File: config.mk
export PLATFORM = sky130hd
export DESIGN_NAME = swm_pos_div
export DESIGN_NICKNAME = d
export VERILOG_FILES = /design/src/rtl/swm_pos_div.sv
export SDC_FILE = /design/constraint.sdc
export NUM_CORES = 1
export LEC_CHECK = 0
export BUFFER_PORTS_ARGS = -buffer_cell sky130_fd_sc_hd__buf_2
export CORE_MARGIN = 1
export CORE_UTILIZATION = 53
export CTS_CLUSTER_DIAMETER = 40
export CTS_CLUSTER_SIZE = 28
export DETAILED_ROUTE_END_ITERATION = 7
export GPL_ROUTABILITY_DRIVEN = 1
export HOLD_SLACK_MARGIN = 0.02
export PLACE_DENSITY = 0.77
export SLEW_MARGIN = 10
export SYNTH_ARGS = -nofsm -noshare
export SYNTH_HDL_FRONTEND = slang
export SYNTH_SLANG_ARGS = --single-unit
File: constraint.sdc
create_clock -name aclk -period 2.35 [get_ports aclk]
set_input_delay 0.235 -clock aclk [delete_from_list [all_inputs] [get_ports aclk]]
set_output_delay 0.235 -clock aclk [all_outputs]
set_load 0.1 [all_outputs]
File: src/rtl/swm_pos_div.sv
`timescale 1ns / 1ps

module swm_pos_div #(
    parameter int SW = 10,
    parameter int CW = 9,
    parameter int NW = 19
) (
    input  logic          aclk,
    input  logic          aresetn,
    input  logic          start,
    input  logic [NW-1:0] dividend,
    input  logic [SW-1:0] divisor,
    output logic          busy,
    output logic          done,
    output logic [NW-1:0] quo,
    output logic [CW-1:0] rem
);

    localparam int CNTW = $clog2(NW + 1);

    logic            busy_reg, busy_next;
    logic            done_reg, done_next;
    logic [CNTW-1:0] cnt_reg, cnt_next;
    logic [SW:0]     rem_reg, rem_next;
    logic [NW-1:0]   quo_reg, quo_next;
    logic [SW-1:0]   div_reg;
    logic [SW:0]     rem_sh;
    logic            ge;

    // restoring division, one quotient bit a cycle
    assign rem_sh = {rem_reg[SW-1:0], quo_reg[NW-1]};
    assign ge     = rem_sh >= {1'b0, div_reg};

    always_comb begin
        busy_next = busy_reg;
        done_next = 1'b0;
        cnt_next  = cnt_reg;
        rem_next  = rem_reg;
        quo_next  = quo_reg;
        if (start) begin
            busy_next = 1'b1;
            cnt_next  = CNTW'(NW);
            rem_next  = '0;
            quo_next  = dividend;
        end else if (busy_reg) begin
            rem_next = ge ? (rem_sh - {1'b0, div_reg}) : rem_sh;
            quo_next = {quo_reg[NW-2:0], ge};
            cnt_next = cnt_reg - CNTW'(1);
            if (cnt_reg == CNTW'(1)) begin
                busy_next = 1'b0;
                done_next = 1'b1;
            end
        end
    end

    always_ff @(posedge aclk) begin
        if (!aresetn) begin
            busy_reg <= 1'b0;
            done_reg <= 1'b0;
            cnt_reg  <= '0;
        end else begin
            busy_reg <= busy_next;
            done_reg <= done_next;
            cnt_reg  <= cnt_next;
        end
    end

    always_ff @(posedge aclk) begin
        rem_reg <= rem_next;
        quo_reg <= quo_next;
        if (start) begin
            div_reg <= divisor;
        end
    end

    assign busy = busy_reg;
    assign done = done_reg;
    assign quo  = quo_reg;
    assign rem  = rem_reg[CW-1:0];

endmodule

# Word level (Yosys, flattened, before mapping)
# Cells that the tools add are included.
dict set report op_classes {
  muxes 9
  bitwise_logic 2
  eq_ne 1
  n_addsub 2
  magnitude_cmp 1
  reduce_logical 3
}
# operator n
set op_table {}
lappend op_table {{2-to-1 mux 19 bit} 2}
lappend op_table {{greater-or-equal comparator 11 x 10 -> 1 bit} 1}
lappend op_table {{2-to-1 mux 10 bit} 1}
lappend op_table {{2-to-1 mux 5 bit} 2}
lappend op_table {{subtractor 10 bit} 1}
lappend op_table {{== test 5 x 1 -> 1 bit, second input constant} 1}
lappend op_table {{subtractor 5 x 1 -> 5 bit, second input constant} 1}
lappend op_table {{2-to-1 mux 1 bit} 4}
lappend op_table {{OR reduction 3 bit} 1}
lappend op_table {{NOT 1 bit} 2}
lappend op_table {{nonzero test 2 bit} 1}
lappend op_table {{OR reduction 2 bit} 1}
dict set report totals {
  input_bits 32
  reg_bits 46
  out_inout_bits 30
  word_cells 25
}

# Longest topological paths before layout
dict set report logic_depth {
  word_depth 4
  depth_mapped 9
  ltp_nobuf 9
}

# Least setup slack after synthesis
# No wires, ideal clock.
dict set report synth_timing {
  path_kind {reg2reg}
  start {register quo_reg[18], in the netlist quo[18]}
  end {register rem_reg[6]}
  path_slack_ns -0.265
  period_less_slack_ns 2.615
  t_required_ns 2.247
  n_path_buf 0
  setup_ns 0.103
  path_stages_with_launch 10
  arrival_time_ns 2.512
  cell_sequence {edfxtp_1 inv_1 ha_1 inv_1 fa_1 a211oi_1 or2_2 o2111ai_1 a21oi_2 a2111oi_2}
}
dict set report synth_between {
  elab_chain_len 2
  elab_cells_between_ends 3
  cone_classes {add/sub: 1; order compare: 1; mux: 1}
}
# element line
set synth_lines {}
lappend synth_lines {{start: declaration} 25} ;# logic [NW-1:0] quo_reg, quo_next;
lappend synth_lines {{start signal: assignment} 70} ;# quo_reg <= quo_next;
lappend synth_lines {{subtractor 10 bit / greater-or-equal comparator 11 x 10 -> 1 bit (equally long branches)} {46, 32}}
lappend synth_lines {{2-to-1 mux 10 bit (*)} 46} ;# rem_next = ge ? (rem_sh - {1'b0, div_reg}) : rem_sh;
lappend synth_lines {{end signal: assignment} 69} ;# rem_reg <= rem_next;
lappend synth_lines {{end: declaration} 24} ;# logic [SW:0] rem_reg, rem_next;
# Every way passes the cells marked *; elsewhere a longest branch is shown, timed or not.
# A chain may end at the register's enable or synchronous reset.

# Worst setup path in the final report
dict set report layout_timing {
  start {register rem_reg[5]}
  end {register rem_reg[0]}
}
dict set report layout_between {
  elab_chain_len 2
}
# element line
set layout_lines {}
lappend layout_lines {{greater-or-equal comparator 11 x 10 -> 1 bit} 32} ;# assign ge = rem_sh >= {1'b0, div_reg};
lappend layout_lines {{2-to-1 mux 10 bit} 46}
# No other way between the ends.

==> results by group <==
Final layout
  – Antenna Cells: 0
  – Final Net Count: 329
  – Largest register FFs: 19
  – Area grow syn2layout: 19.9%
  – Share of cells above drive strength 1: 40.4%
  – Final instance count without filler cells: 337

Min path
  – Worst Hold Class: in -> reg
  – Hold Path Stages: 1

Logic synthesis
  – Largest area contributor in the netlist: edfxtp_1
  – Commonest cells in the netlist: edfxtp_1 (29), mux2_2 (19), inv_1 (18), dfxtp_1 (17), nand2_1 (14)
  – Ys Warns: 0
  – Mapped Cells: 224
  – Syn avg cell area: 11.1 um2
  – Mapped cell area: 2480 um2
  – Distinct cell type count after synthesis: 48
  – Synthesis-stage register bit count: 46
  – Ys flop type: edfxtp_1
  – Post-Syn Nets: 269
  – Synth area leaders: edfxtp_1 (35%), dfxtp_1 (14%), mux2_2 (8.6%)
  – Sequential area share after synthesis: 48.8%
  – Share of the synthesized area in the top cell type: 35.1%
  – Count leader, synth: edfxtp_1
  – Fraction of registers with async set/reset: 0%
  – Number of enable flip-flop cells after synthesis: 29

CTS
  – CTS root buf: clkbuf_8
  – CTS tree: built
  – Clock Latency Late Sink: 0.30 ns
  – Post-CTS setup buffer count: 0
  – CTS Buf Count: 5
  – Clk slew on worst S/H paths: 0.09 ns
  – Post-CTS Hold Fix Bufs: 0
  – Max Root-Sink Buffers: 2
  – H-tree level count: 2
  – Clk sinks: 46

Critical path
  – Crit path DAT: 2.39 ns
  – Worst Setup EP: rem_reg[0]$_SDFFE_PP0P_
  – Top Family by Delay on Critical Path: compound AO/OA/AOI/OAI gates
  – Instance count on the critical path: 6
  – CP Class: reg -> reg
  – CP max stage delay: 0.50 ns
  – Cell count of the worst reg-to-reg path: 6
  – Worst path bufs/invs: 0
  – Setup crit start kind: flip-flop
  – RR Endpoint: rem_reg[0]$_SDFFE_PP0P_
  – Crit path cell chain: ha_1 > a21oi_2 > o21ai_2 > a211o_1 > or4_1 > o311ai_1
  – RR Startpoint: rem_reg[5]$_SDFFE_PP0P_
  – Slowest cell on the critical path: or4_1
  – Critical Path Start: rem_reg[5]$_SDFFE_PP0P_
  – Flop-to-flop setup slack: 0.18 ns
  – Critical Path End Type: flip-flop
  – CP Max Fanout: 8
  – Req. time, crit path: 2.57 ns

Floorplanning
  – Die H: 70.4 um
  – Total I/O pin count: 62
  – Chip width: 70.4 um
  – Core ar.: 4410 um2
  – Die area: 4960 um2
  – Initial Util: 56.2%
  – Cell Rows: 24

STA
  – Fin worst setup slack: 0.181 ns
  – Final Hold Vio Count: 0
  – Worst clock skew: 0.00491 ns
  – Final Cycle Share: 92.3%
  – Final Slew Violations: 0
  – Unrepaired setup endpoints after global routing: no
  – Worst-Margin Slew: 0.501 ns
  – Minimum clock period after layout: 2.17 ns
  – Max transition margin: 66.9%
  – Endpoints failing setup: 0
  – FMAX: 461 MHz

GRT
  – Largest net degree at the start of global routing: 38
  – Gr ovfl total: 0
  – Initial antenna violation count: 0
  – Vias in the first global route: 1814
  – GRT Util Overall: 22.3%
  – First-pass GRT wire length: 8540 um

Route
  – Post-route DRC: 0
  – Vias: 1887
  – DR pass1 iterations: 4
  – DRT antenna net count: 0
  – Avg WL per Cell: 15.2 um
  – Starting DRT DRC Count: 113
  – Vias per inst: 5.60
  – WL final: 5110 um

Pwr
  – Clock share of power: 23.1%
  – Sequential Power Share: 41.1%
  – Pwr Density: 815 nW/um2
  – Int Pwr: 1450 uW
  – Static Leak: 0.00128 uW
  – Maximum vdd drop: 0.478 mV
  – Net Sw Power: 974 uW
  – Comb power frac: 35.8%
  – Net Sw Frac: 40.2%

Place
  – Cell count after placement: 329
  – Pre-CTS setup slack: 0.210 ns
  – Hpwl dp: 3700 um
  – GPL Wtd Cong: 0.905
  – Port Buf Inserts: 61

Job
  – MaxCap Viol Count: 0

Run status
  – Outcome: complete, no violations
-- cell usage in the layout (no fill, tap or decap), types with 4 or more instances in the layout --
cell type | netlist | final
a21oi_1 | 4 | 4
edfxtp_1 | 29 | 29
buf_2 | 0 | 61
nor3_1 | 4 | 4
a311oi_1 | 5 | 5
nor2_1 | 13 | 12
inv_1 | 18 | 16
ha_1 | 12 | 10
nand2_1 | 14 | 14
mux2_2 | 19 | 19
buf_4 | 9 | 8
xor2_1 | 4 | 4
dfxtp_1 | 17 | 17
nand3_1 | 7 | 7
clkbuf_8 | 0 | 5
o21ai_0 | 9 | 9
xnor2_1 | 4 | 4
-- cells by family (layout without fill, tap and decap cells) --
kind of cell,after synthesis,in the layout,synth area share (%)
flops,46,46,48.8
fa+ha+maj,13,13,6.86
compound gates,49,49,15.2
buf+inv,34,95,6.51
simple gates,55,55,11.2
xor+xnor,8,8,2.83
mux,19,19,8.63
-- worst register-to-register path, cell delays in order (launching register included) --
cell and delay [ns]:
dfxtp_1 0.35, ha_1 0.38, a21oi_2 0.23, o21ai_2 0.12, a211o_1 0.42, or4_1 0.50
o311ai_1 0.08
-- repair_timing --
action,4_1_cts,5_1_grt
endpoints found under the setup margin,0,1
hold endpoints to repair,0,0
resized for setup,0,1
-- power by group through the flow --
stage	Combinational, uW	Clock, uW	Sequential, uW
2_1_floorplan	449	0	1280
6_report	868	560	997
3_5_place_dp	860	0	1010
5_1_grt	920	599	1010
4_1_cts	866	570	997
3_3_place_gp	854	0	1010
-- how the worst min path moves through the flow --
stage	endpoint	slack (ns)	startpoint
detailed placement	div_reg[4]$_DFFE_PP_	0.41	divisor[4]
global route	div_reg[4]$_DFFE_PP_	0.09	divisor[4]
finish	div_reg[2]$_DFFE_PP_	0.10	divisor[2]
floorplan	div_reg[0]$_DFFE_PP_	0.33	divisor[0]
CTS	div_reg[4]$_DFFE_PP_	0.09	divisor[4]
global placement	div_reg[1]$_DFFE_PP_	0.41	divisor[1]
-- metrics by stage --
step                      setup TNS (ns)  cell area [um2]  hold WS, ns  power [uW]  util [%]
after global placement                 0             2860        0.411        1870      64.9
after global routing                   0             2970       0.0895        2530      67.4
after floorplan                   -0.330             2530        0.334        1730         -
final                                  0             2970        0.103        2420      67.4
after detailed placement               0             2860        0.413        1870      64.9
after CTS                              0             2970       0.0949        2430      67.3
-- layout make-up --
cell class	count	area, um2
inverter	18	67.6
multi-input combinational	144	1160
tap	52	65.1
fill	346	1440
sequential	46	1210
clock buffer	6	93.8
timing repair buffer	69	365
clock inverter	2	13.8
-- metal layers --
layer  up-vias  routed length (um)  part of all wire (%)  global-route usage, %
met1       879                2530                    50                   31.7
met5         -                   0                     0                      0
met3        11                 258                   5.0                   5.05
met2        57                2220                    43                   33.1
li1        940                   -                     -                      -
met4         0                 101                   2.0                   8.67
(Power assumes the default switching activity.)
