## config.mk

```make
export PLATFORM = sky130hd
export DESIGN_NAME = swm_window
export DESIGN_NICKNAME = d
export VERILOG_FILES = /design/src/rtl/swm_pkg.sv /design/src/rtl/swm_window.sv
export SDC_FILE = /design/constraint.sdc
export NUM_CORES = 1
export LEC_CHECK = 0
export BUFFER_PORTS_ARGS = -buffer_cell sky130_fd_sc_hd__buf_4
export CELL_PAD_IN_SITES_DETAIL_PLACEMENT = 0
export CELL_PAD_IN_SITES_GLOBAL_PLACEMENT = 1
export CORE_MARGIN = 8
export CORE_UTILIZATION = 30
export DETAILED_ROUTE_END_ITERATION = 16
export MAX_ROUTING_LAYER = met4
export PLACE_DENSITY_LB_ADDON = 0.1
export SLEW_MARGIN = 20
export SYNTH_ARGS = -nofsm -noshare
export SYNTH_HDL_FRONTEND = slang
export SYNTH_SLANG_ARGS = --single-unit
export TNS_END_PERCENT = 5
```

## constraint.sdc

```tcl
create_clock -name aclk -period 15.05 [get_ports aclk]
set_input_delay 0.7525 -clock aclk [delete_from_list [all_inputs] [get_ports aclk]]
set_output_delay 0.7525 -clock aclk [all_outputs]
set_load 0.005 [all_outputs]
```

## src/rtl/swm_pkg.sv

```systemverilog
`timescale 1ns / 1ps

package swm_pkg;

    localparam int HEIGHT_W   = 24;
    localparam int STEP_W     = 23;
    localparam int SIDE_CFG_W = 10;
    localparam int MASK_W     = 8;
    localparam int COORD_W    = 9;
    localparam int CFG_IDX_W  = 2;
    localparam int CFG_DATA_W = 24;
    localparam int IN_DATA_W  = 24;
    localparam int OUT_DATA_W = 32;

    localparam int                        GRID_SIDE_RST     = 400;
    localparam logic [STEP_W-1:0]         STEP_STRAIGHT_RST = 23'd256;
    localparam logic [STEP_W-1:0]         STEP_DIAGONAL_RST = 23'd362;
    localparam logic signed [HEIGHT_W-1:0] BORDER_HEIGHT_RST = 24'sd256000;

    typedef enum logic [CFG_IDX_W-1:0] {
        CFG_GRID_SIDE     = 2'd0,
        CFG_STEP_STRAIGHT = 2'd1,
        CFG_STEP_DIAGONAL = 2'd2,
        CFG_BORDER_HEIGHT = 2'd3
    } cfg_idx_t;

    typedef enum logic {
        REQ_SAMPLE = 1'b0,
        REQ_FLUSH  = 1'b1
    } req_t;

    // per-cell control carried down the pipeline with its window
    typedef struct packed {
        logic               has_out;
        logic               last;
        logic               top;
        logic               bot;
        logic               lft;
        logic               rgt;
        logic [COORD_W-1:0] crow;
        logic [COORD_W-1:0] ccol;
    } cell_meta_t;

endpackage

```

## src/rtl/swm_window.sv

```systemverilog
`timescale 1ns / 1ps

module swm_window (
    input  logic                               aclk,
    input  logic                               aresetn,
    input  logic                               shift_en,
    input  logic signed [swm_pkg::HEIGHT_W-1:0] up2,
    input  logic signed [swm_pkg::HEIGHT_W-1:0] up1,
    input  logic signed [swm_pkg::HEIGHT_W-1:0] cur,
    input  swm_pkg::cell_meta_t                meta,
    input  logic [swm_pkg::STEP_W-1:0]         step_straight,
    input  logic [swm_pkg::STEP_W-1:0]         step_diagonal,
    output logic [swm_pkg::MASK_W-1:0]         walk_mask
);

    localparam int HW = swm_pkg::HEIGHT_W;

    // 3x3 window, index row*3+col, column 2 is the newest
    logic signed [HW-1:0] win_reg [9];

    always_ff @(posedge aclk) begin
        if (!aresetn) begin
            for (int i = 0; i < 9; i++) begin
                win_reg[i] <= '0;
            end
        end else if (shift_en) begin
            for (int r = 0; r < 3; r++) begin
                win_reg[r*3]   <= win_reg[r*3+1];
                win_reg[r*3+1] <= win_reg[r*3+2];
            end
            win_reg[2] <= up2;
            win_reg[5] <= up1;
            win_reg[8] <= cur;
        end
    end

    genvar b;
    for (b = 0; b < swm_pkg::MASK_W; b++) begin : g_nb
        localparam int K  = (b < 4) ? b : b + 1;
        localparam int DR = K / 3;
        localparam int DC = K % 3;
        localparam bit DIAG = (DR != 1) && (DC != 1);

        logic signed [HW:0] diff;
        logic [HW:0]        mag;
        logic [HW:0]        limit;
        logic               inb;

        assign diff  = {win_reg[K][HW-1], win_reg[K]} - {win_reg[4][HW-1], win_reg[4]};
        assign mag   = diff[HW] ? $unsigned(-diff) : $unsigned(diff);
        assign limit = {2'b00, (DIAG ? step_diagonal : step_straight)};
        assign inb   = !((DR == 0) && meta.top) && !((DR == 2) && meta.bot)
                    && !((DC == 0) && meta.lft) && !((DC == 2) && meta.rgt);
        assign walk_mask[b] = inb && (mag < limit);
    end

endmodule

```

-- Word-level counts from Yosys, hierarchy flattened
Memories as Yosys holds them, arrays and structs flattened.
Index checks and enable logic that the tools add are counted.
- magnitude comparators: 8
- add/subtract/negate cells: 16
- reductions and logical operators: 16
- mux-type cells: 21
- bitwise logic cells: 9
- operator list (cell ; number):
    two-way mux 24 bit ; 9
    < comparator 25 x 23 -> 1 bit ; 8
    two-way mux 25 bit ; 8
    negation 25 bit ; 8
    subtractor 24 x 24 -> 25 bit ; 8
    logical AND 1 bit ; 12
    OR 1 bit ; 9
    logical NOT 1 bit ; 4
    two-way mux 1 bit ; 4
- register bits after elaboration: 0
- memories: 1
- word-level logic and storage cells: 71
- memory bits (writable): 216
- memory list (name ; words ; width ; read ports ; clocked after memory_dff ; wr ports ; RTL line ; text):
    win_reg ; 9 ; 24 ; 9 ; 0 ; 9 ; swm_window.sv:19 ; logic signed [HW-1:0] win_reg [9];

-- Logic depth before layout (Yosys ltp)
Gate-level depths: netlist of run 1.
An unclocked memory read counts as a cell.
- depth after elaboration: 6
- gate-level depth with buffers: 25

-- Worst setup path after synthesis of run 1
OpenSTA, ideal clock, no wires.
- kind: input port to flip-flop
- start point: input port shift_en
- end point: memory win_reg[0][0] in the netlist's numbering, enable pin
- path slack: 7967 ps
- required time: 14434 ps
- cell stages on the path: 3
- arrival time: 6467 ps
- buffers on the path: 2
- cell sequence: clkbuf_1 -> clkbuf_1 -> nand2b_1
- RTL lines (item ; RTL line ; text):
    from (decl) ; swm_window.sv:6 ; input logic shift_en,
    to (decl) ; swm_window.sv:19 ;

==> results of run 1 <==
-- per-layer routing --
metal	track usage (%)	wire length, um	vias up
met5	-	0	-
met4	5.09	3030	0
met3	1.70	3650	109
met2	31.9	47800	590
met1	28.0	51400	12400
li1	-	-	12700
-- cells by family (layout without fill, tap and decap cells) --
family	after synthesis	count (layout)	share of synthesized area, %
mux	15	15	0.560
buf+inv	280	374	3.93
fa+ha+maj	384	384	17.6
compound gates	988	988	24.0
xor+xnor	269	269	8.51
flops	216	216	23.4
other cells	0	1	0
simple gates	1139	1139	22.0
-- final cells by class --
cell class,instances,area [sq um]
timing repair buffer,165,1250
sequential,216,6490
inverter,159,597
multi-input combinational,2795,20100
fill,9480,60600
antenna,1,2.50
clock buffer,30,708
tap,1186,1480
clock inverter,20,239
-- cells in the final DEF (no fill, tap or decap), types with 16 or more instances in the layout --
cell type and count:
ha_1 376, and3_1 253, a21oi_1 232, nor2_1 224, edfxtp_1 216, o21ai_0 205
nand2_1 198, xnor2_1 170, buf_4 164, inv_1 159, xor2_1 99, a21o_1 82
o21a_1 77, nor3_1 72, nand3_1 69, o211ai_1 46, nand4_1 46, nor2b_1 45
a211oi_1 43, nand2b_1 39, nor4_1 37, a31oi_1 36, and2_1 30, clkbuf_16 28
o31ai_1 27, a21boi_0 22, or3_1 22, or2_2 21, a2111oi_0 17, o31a_1 16
nor3b_1 16
-- worst max-delay path by stage --
stage	depth (start not counted)	to	slack (ns)	start
global placement	23	walk_mask[2]	7.58	win_reg[4][2]
global route	23	walk_mask[2]	6.47	win_reg[4][2]
detailed placement	24	walk_mask[7]	7.54	win_reg[4][1]
CTS	24	walk_mask[7]	6.84	win_reg[4][1]
finish	24	walk_mask[7]	6.75	win_reg[4][1]
floorplan	3	win_reg[0][0]	7.97	shift_en
-- per-stage QoR --
step	cell area (sq um)	hold WS, ns	std cells	total power, mW
after floorplan	27700	0.548	3291	2.26
after global placement	29900	0.561	4521	2.78
after detailed placement	29900	0.567	4521	2.81
after CTS	30900	0.411	4571	3.53
after global routing	30900	0.431	4571	3.80
final	30900	0.453	4572	3.51
-- power breakdown --
group / total, mW / leakage (nW) / internal, mW / switching [mW]
Clock: 0.697 / 0.456 / 0.410 / 0.287
Combinational: 2.07 / 10.7 / 0.841 / 1.22
Sequential: 0.750 / 2.37 / 0.710 / 0.0402
==> impl_metrics.ini, run 1 <==
[power]
p_leak_nw = 13.6
peakVddDrop_uv = 76.3
power_density_nw_per_um2 = 114

[critical_path]
crit_slowest_cell = a2111oi_0
slowest_delay_ns = 0.88
critPathRequiredTime_ns = 14.30
crit_chain = buf_4 > inv_1 > buf_4 > ha_1 > nor2b_1 > o31a_1 > o21ai_0 > or3b_2 > a2111oi_0 > nand2_1 > nor3_1 > a41oi_1 > xor2_1 > ha_1 > a21o_1 > a21o_1 > a21oi_1 > nand2_1 > a311oi_1 > o21ai_0 > a211oi_1 > mux2i_1 > o31ai_1 > buf_4
cp.arrival_ns = 7.54
rr_endpoint = win_reg[1][2]
cp_top_family = compound AO/OA/AOI/OAI gates
end_kind = output pin
r2r_slack_ns = 13.97
r2r_start = win_reg[2][2]
crit_fanout = 10
reg2regPathDepth = 1
crit_top_cell = buf_4
critPathLaunchType = flip-flop
criticalPathCategory = reg -> out
path_buf_inv = 4

[clock_network]
ctsHoldBuffers = 0
insertion_delay_ns = 0.61
clk_path_buf_depth = 3
clockRootBuffer = clkbuf_16
clock-sinks = 216
numCtsBuffers = 28
cts_tree = yes
htreeDepth = 1
clk_pin_slew_ns = 0.07
cts_resized = 0
cts_setup_buffers = 0

[place]
hpwl_um = 84900
gp_congestion = 0.880
io_buffer_count = 132
post-place-ws_ns = 7.54

[sta]
fin_worst_skew_ns = 0.0387
slew_viol_final = 0
rsz0062_at_grt = false
hold_viol = 0
max_freq_mhz = 121
worst_slew_pin_slew_ns = 1.03
fin_tns_setup_ns = 0
min_period_ns = 8.30
timing.final.ws_setup_ns = 6.75
relSlewSlack_pct = 31.6
layout_worst_path_cycle_share_pct = 55.1
finalSetupViolCount = 0

[detailed_routing]
drtPass1Iterations = 5
drc_errors = 0
wl_per_cell_um = 23.2
drt-initial-drc-count = 1788
num_vias = 25700
vias_per_cell = 5.63
wl_um = 106000
ant_nets = 0

[floorplanning]
io_pins = 153
rows = 111
die-area_sq_um = 102000
die_w_um = 320
chipHeight_um = 320
core-area_sq_um = 91500
start_util_pct = 30.2

[global_routing]
grt_pass1_vias = 24500
grt_pass1_wl_um = 157000
globalRouteOverflowTotal = 0
antenna_found_initial = 5
grtUsageTotal_pct = 20.3
grt_start_max_net_pins = 150

[layout]
largest_reg_flops = 216
utilization_pct = 33.7
drive_gt1_share_pct = 8.12
final_nets = 3894
syn2layout_area_growth_pct = 11.6

[yosys]
yosysWarningCount = 0
synthCells = 3291
ys_ff_latch = 216
seq_area_frac_synth_pct = 23.4
async_flop_share_pct = 0
synth_ff_type = edfxtp_1
synthesis.nets = 3820
synth_common_cells = 376 x ha_1, 253 x and3_1, 232 x a21oi_1
synth.most_common_cell = ha_1
syn_area_per_cell_sq_um = 8.41
synth_top_cell_area_share_pct = 23.4
synth_top_area_cell = edfxtp_1
syn_area_sq_um = 27700
synth.distinct_cells = 94
synth-edff-count = 216
synth_area_leaders = edfxtp_1 23%, ha_1 17%, and3_1 5.7%

[hold_path]
whs_path_depth = 2
hold_end = win_reg[5][0]
worstHoldStart = up1[0]
min_path_type = in -> reg

[run]
maxCapViolations = 0

[outcome]
status = finished, final reports clean
No activity file was read; power rests on OpenSTA's default activity.
==> inputs of run 2 (changes only) <==
- ABC_AREA: default -> 1
- clock period: 15.05 -> 7.9 ns (I/O delays scaled with it)
==> impl_metrics.ini, run 2 <==
[global_routing]
grt_pass1_vias = 27800
grt_pass1_wl_um = 169000
antenna_found_initial = 10
globalRouteOverflowTotal = 0
grtUsageTotal_pct = 20.2
grt_start_max_net_pins = 157

[layout]
fill_cells = 11400
layout_commonest_cell = nand2_1
largest_reg_flops = 216
final_nets = 5544
drive_gt1_share_pct = 5.30
mostFrequentLayoutCells = 1457 x nand2_1, 952 x inv_1, 595 x nor2_1, 376 x ha_1, 305 x a21oi_1
syn2layout_area_growth_pct = 11.7
antennaDiodeCount = 0
utilization_pct = 33.8
multi_input_area_sq_um = 20000
regArea_sq_um = 6490

[critical_path]
r2r_slack_ns = 6.01
crit_fanout = 15
criticalPathCategory = reg -> out
end_kind = output pin
cp.arrival_ns = 6.18
r2r_start = win_reg[4][1]
critPathLaunchType = flip-flop
critPathRequiredTime_ns = 7.51
reg2regPathDepth = 2
slowest_delay_ns = 0.75
crit_top_cell = nand2_1
rr_endpoint = win_reg[3][1]
crit_slowest_cell = inv_1

[clock_network]
cts_setup_buffers = 0
cts_resized = 0
insertion_delay_ns = 0.60
ctsHoldBuffers = 0
htreeDepth = 1
numCtsBuffers = 29
cts_tree = yes
clockRootBuffer = clkbuf_16
clk_pin_slew_ns = 0.06
clk_path_buf_depth = 3
clock-sinks = 216

[place]
io_buffer_count = 132
gp_congestion = 0.861
hpwl_um = 90800

[floorplanning]
core-area_sq_um = 100000
die-area_sq_um = 111000
die_w_um = 334
rows = 116
start_util_pct = 30.3
io_pins = 153
chipHeight_um = 334

[outcome]
status = finished, final reports clean

[sta]
hold_viol = 0
layout_worst_path_cycle_share_pct = 83.2
max_freq_mhz = 152
min_period_ns = 6.57
rsz0062_at_grt = false
fin_worst_skew_ns = 0.0226
relSlewSlack_pct = 28.5
worst_slew_pin_slew_ns = 1.07
finalSetupViolCount = 0
fin_tns_setup_ns = 0
slew_viol_final = 0

[yosys]
synthesis.nets = 5409
syn_area_per_cell_sq_um = 6.21
synth_area_leaders = edfxtp_1 21%, nand2_1 18%, ha_1 16%
synth_top_area_cell = edfxtp_1
syn_area_sq_um = 30300
synth-edff-count = 216
yosysWarningCount = 0
async_flop_share_pct = 0
synth_ff_type = edfxtp_1
synthCells = 4880
seq_area_frac_synth_pct = 21.4
ys_ff_latch = 216
synth_common_cells = 1459 x nand2_1, 953 x inv_1, 595 x nor2_1
synth_top_cell_area_share_pct = 21.4
synth.distinct_cells = 52
synth.most_common_cell = nand2_1

[hold_path]
hold_end = win_reg[8][23]
worstHoldStart = cur[23]
min_path_type = in -> reg
whs_path_depth = 3

[power]
p_leak_nw = 18.6
power_density_nw_per_um2 = 205
finalPower_mw = 6.95
peakVddDrop_uv = 122

[detailed_routing]
num_vias = 29400
vias_per_cell = 4.64
drc_errors = 0
drt-initial-drc-count = 1850
wl_per_cell_um = 17.7
drtPass1Iterations = 7
ant_nets = 0
wl_um = 112000

[run]
maxCapViolations = 0
run 2: cell count changes after synthesis, moves of 128 or more:
cell	previous run	this run
and3_1	253	0
inv_1	159	953
nand2_1	198	1459
nand3_1	69	294
nor2_1	224	595
xnor2_1	170	42
run 2: per-stage QoR:
stage	std cells	area [sq um]	setup slack, ns	hold WS, ns
floorplan	4880	30300	2.31	0.534
global placement	6282	32900	2.09	0.567
detailed placement	6282	32900	2.13	0.567
CTS	6335	33800	1.43	0.0304
global route	6335	33800	0.659	0.0661
finish	6335	33800	1.33	0.0771
run 2: worst max-delay path by stage:
| stage | start | to | slack, ns | depth (start not counted) |
|---|---|---|---|---|
| 4_1_cts | win_reg[4][1] | walk_mask[6] | 1.43 | 23 |
| 2_1_floorplan | shift_en | win_reg[0][0] | 2.31 | 2 |
| 5_1_grt | win_reg[4][21] | walk_mask[6] | 0.66 | 24 |
| 3_3_place_gp | win_reg[4][11] | walk_mask[6] | 2.09 | 27 |
| 3_5_place_dp | win_reg[4][1] | walk_mask[6] | 2.13 | 22 |
| 6_report | win_reg[4][10] | walk_mask[6] | 1.33 | 27 |
run 2: final cells by class:
type / count / area share [%]
timing repair buffer: 142 / 3.22
sequential: 216 / 19.2
tap: 1298 / 4.80
clock buffer: 33 / 2.19
multi-input combinational: 3665 / 59.2
inverter: 961 / 10.7
clock inverter: 20 / 0.736
run 2: kinds of logic after synthesis:
| family | count (synthesis) | share of synthesized area, % |
|---|---|---|
| simple gates | 2612 | 35.8 |
| flops | 216 | 21.4 |
| fa+ha+maj | 384 | 16.0 |
| xor+xnor | 183 | 5.34 |
| buf+inv | 999 | 12.5 |
| compound gates | 486 | 8.88 |
run 2: critical path: cells and delay by family, from the launching register on:
family | cells | cell delay, ns
and+or+nand+nor | 13 | 1.78
AOI/OAI and AO/OA | 7 | 1.42
buffers and inverters | 4 | 1.08
adders and majority gates | 2 | 0.73
DFF | 1 | 0.35
xor gates and xnor gates | 1 | 0.16
run 2: where the power goes:
| group | switching, mW | internal (mW) | leakage, nW |
|---|---|---|---|
| combinational | 2.69 | 1.45 | 15.7 |
| clock | 0.569 | 0.836 | 0.475 |
| sequential | 0.0491 | 1.35 | 2.38 |
| total | 3.31 | 3.64 | 18.6 |
run 2: metal layers:
metal	part of all wire, %	global-route usage, %	routed length, um
met1	48	26.7	54300
met2	46	33.3	51700
met3	3.3	2.04	3690
met4	2.5	4.33	2770
met5	0	-	0
